`src/sv/vtc_ram.sv`:
```
// generic single-port-write, registered-read ram
`timescale 1ns / 1ps
`default_nettype none

module vtc_ram #(
    parameter int WIDTH = 8,
    parameter int DEPTH = 256
) (
    input  wire logic                     aclk,
    input  wire logic                     wr_en,
    input  wire logic [$clog2(DEPTH)-1:0] wr_addr,
    input  wire logic [WIDTH-1:0]         wr_data,
    input  wire logic                     rd_en,
    input  wire logic [$clog2(DEPTH)-1:0] rd_addr,
    output logic      [WIDTH-1:0]         rd_data
);

    logic [WIDTH-1:0] mem [DEPTH];

    // write port
    always_ff @(posedge aclk) begin
        if (wr_en) begin
            mem[wr_addr] <= wr_data;
        end
    end

    // registered read port, holds while not enabled
    always_ff @(posedge aclk) begin
        if (rd_en) begin
            rd_data <= mem[rd_addr];
        end
    end

endmodule

`default_nettype wire

```
`config.mk`:
```
export PLATFORM = sky130hd
export DESIGN_NAME = vtc_ram
export DESIGN_NICKNAME = d
export VERILOG_FILES = /design/src/sv/vtc_ram.sv
export SDC_FILE = /design/constraint.sdc
export NUM_CORES = 2
export LEC_CHECK = 0
export ABC_AREA = 1
export BUFFER_PORTS_ARGS = -buffer_cell sky130_fd_sc_hd__clkbuf_2
export CORE_MARGIN = 5
export CORE_UTILIZATION = 43
export CTS_CLUSTER_DIAMETER = 120
export DETAILED_ROUTE_END_ITERATION = 16
export GPL_TIMING_DRIVEN = 0
export PLACE_DENSITY = 0.67
export SYNTH_ARGS = -nofsm -noshare
export SYNTH_HDL_FRONTEND = slang
export SYNTH_SLANG_ARGS = --single-unit
```
`constraint.sdc`:
```
create_clock -name aclk -period 1.6 [get_ports aclk]
set_input_delay 0.08 -clock aclk [delete_from_list [all_inputs] [get_ports aclk]]
set_output_delay 0.08 -clock aclk [all_outputs]
set_load 0.05 [all_outputs]
```
==> results.py <==
metrics = {
    "route": {
        "vias": 62700,
        "maxUsedRoutingLayer": "met5",
        "drt_first_pass_iters": 8,
        "wl_met1_microns": 134000,
        "totalWireLength_microns": 362000,
        "viasPerCell": 6.29,
        "wl_met3_microns": 50700,
        "wl_met2_microns": 151000,
        "drc_errors": 0,
        "drt_iter0_markers": 11100,
        "drtAntennaViolNets": 0,
        "post_drt_wl_per_cell_microns": 36.3,
    },
    "yosys": {
        "avgSynthCellArea_sq_um": 11.9,
        "synthArstFlopShare": 0,
        "synth-seq-cells": 2056,
        "synth_seq_area_share": 0.740,
        "yosysTopAreaCell": "edfxtp_1",
        "synth_warnings": 0,
        "synth_ff_type": "edfxtp_1",
        "synth_top_area_share": 0.740,
        "ys_types": 13,
        "netlist_instances": 7003,
        "synth_edf_count": 2056,
        "netlist_area_sq_um": 83500,
        "yosysMostFrequentCell": "nand2_1",
        "ys_top_cells_by_count": "nand2_1 (2123), edfxtp_1 (2056), nand3_1 (2019), nor2_1 (283), buf_2 (268)",
        "synth_fp_nets": 7030,
        "synth_area_leaders": "edfxtp_1 (74%), nand3_1 (12%), nand2_1 (9.5%)",
    },
    "floorplan": {
        "die_h_microns": 451,
        "row_count": 161,
        "start_util": 0.433,
        "core_area_sq_um": 193000,
        "fp.dieW_microns": 451,
        "die-area_sq_um": 203000,
        "io_pins": 35,
    },
    "timing": {
        "setup-violations-final": 1003,
        "hold_slack_ns": 0.0723,
        "fmax_mhz": 481,
        "finalCritPeriodShare": 1.30,
        "fin_tns_setup_ns": -135.98,
        "fin_ws_ns": -0.479,
        "finalHoldViolCount": 0,
        "rsz0062_at_grt": "true",
        "worst_pin_slew_ns": 1.56,
        "fin_crit_ns": 2.08,
        "finClkSkew_ns": 0.0399,
        "slew_violations": 27,
        "maxSlewHeadroom": -0.0412,
    },
    "clock_tree": {
        "htreeDepth": 4,
        "clkLatencyLatePin_ns": 0.89,
        "cts_buffers": 204,
        "clkSinkCount": 2056,
        "clock-root-buffer": "clkbuf_16",
        "cts_tree": "built",
        "clk_pin_slew_worst_paths_ns": 0.08,
        "clockBufferDepth": 3,
    },
    "finish": {
        "utilization": 0.507,
        "layout-drive-gt1-share": 0.173,
        "instances_no_fill": 9975,
        "nets": 7301,
        "syn_to_final_growth_pct": 17.2,
    },
    "pwr": {
        "total_power_mw": 118,
        "power_density_nw_per_um2": 1200,
        "ir_drop_mv": 0.883,
        "leakage_nw": 33.8,
    },
    "outcome": {
        "outcome": "complete, but fails checks",
        "violations": "capacitance limit, slew limit, setup timing",
    },
    "flow_run": {
        "maxCapViolations": 5,
    },
    "placement": {
        "io_buffers": 27,
        "place_congestion": 1.02,
        "dp_hpwl_microns": 249000,
        "dp.cells": 9581,
    },
    "setup_path": {
        "worstPathArrival_ns": 2.70,
        "cp.required_ns": 2.23,
        "startpoint_type": "input pin",
        "endpoint_kind": "register",
        "crit_type": "in2reg",
        "crit_fanout": 10,
        "ff2ff_path_depth": 10,
    },
    "grt": {
        "grt_overflow_total": 0,
        "grt_max_degree": 146,
        "grt_pass1_vias": 56900,
        "grt_pass1_wl_microns": 482000,
        "grt.total_usage": 0.348,
        "antenna_found_initial": 12,
    },
    "worst_hold_path": {
        "hold_class": "in2reg",
        "whs_path_depth": 5,
    },
}
==> timing repair <==
item | in CTS | in global routing
setup buffers | 0 | 1
setup endpoints to repair | 1800 | 1496
resized for setup | 605 | 350
endpoints found under the hold margin | 659 | 8
hold buffers | 10 | 1
pin swaps | 63 | 38
==> through the flow <==
stage / setup slack, ns / instance area, sq um
floorplan: 0.0285 / 83500
global placement: -3.97 / 86800
detailed placement: -2.78 / 87500
CTS: -0.318 / 96400
global route: -0.360 / 97800
finish: -0.479 / 97800
==> power by group <==
part	switching (mW)	internal [mW]	leakage [nW]
clock network	21.7	26.5	3.18
logic	7.99	2.11	12.1
registers	0.0374	59.4	18.5
total	29.8	88.0	33.8
==> final timing paths <==
kind | slack [ns] | endpoint | start
worst max-delay path | -0.48 | rd_data[0]$_DFFE_PP_ | rd_addr[1]
worst min-delay path | 0.07 | mem[162][6]$_DFFE_PP_ | wr_addr[1]
worst max register to register | -0.37 | rd_data[0]$_DFFE_PP_ | mem[127][0]$_DFFE_PP_
worst min register to register | 1.18 | rd_data[6]$_DFFE_PP_ | mem[24][6]$_DFFE_PP_
==> state kept, by name, summed over array words and instances (netlist names) <==
signal,flops
rd_data,8
mem,2048
==> logic make-up (layout without fill, tap and decap cells) <==
family	Yosys count	count (layout)	share of synthesized area
buf+inv	522	960	0.0312
flops	2056	2056	0.740
other cells	0	8	0
simple gates	4425	4425	0.229
==> routing by layer <==
layer | GRT usage | up-vias
li1 | - | 25500
met1 | 0.473 | 31200
met2 | 0.493 | 5098
met3 | 0.106 | 969
met4 | 0.207 | 2
met5 | 0 | -
==> cells in the final DEF (no fill, tap or decap), types with 10 or more instances in the layout <==
cell	netlist	layout
buf_1	40	14
buf_16	0	16
buf_2	268	227
buf_4	46	92
buf_6	16	19
buf_8	1	10
bufinv_16	0	18
clkbuf_1	112	56
clkbuf_16	0	205
clkbuf_2	0	77
clkbuf_4	0	30
clkdlybuf4s15_2	0	18
clkinv_1	0	47
clkinv_2	0	40
clkinvlp_4	0	12
dlygate4sd3_1	0	11
edfxtp_1	2056	2056
inv_1	36	36
nand2_1	2123	2107
nand3_1	2019	1767
nand3_2	0	186
nand3_4	0	66
nor2_1	283	61
nor2_2	0	65
nor2_4	0	157
==> critical path, stage by stage <==
cell and delay, ns:
buf_4 0.23, clkbuf_2 0.44, buf_2 0.58, nand3_1 0.14, nand3_1 0.18, nand3_2 0.18
nand3_1 0.16, nand3_2 0.20, nand3_4 0.17, nand2_1 0.07, nand2_1 0.10, nand2_4 0.12
==> area by class of cell <==
cell class	instances	area [sq um]
plain buffers	483	2910
well taps	2526	3160
flip-flops and latches	2056	61700
repair buffers	65	933
diodes	8	20.0
fillers	16300	95000
inverters	39	149
multi-input cells	4425	22300
clock buffers	238	5250
clock inverters	135	1310
(Power assumes the default switching activity.)
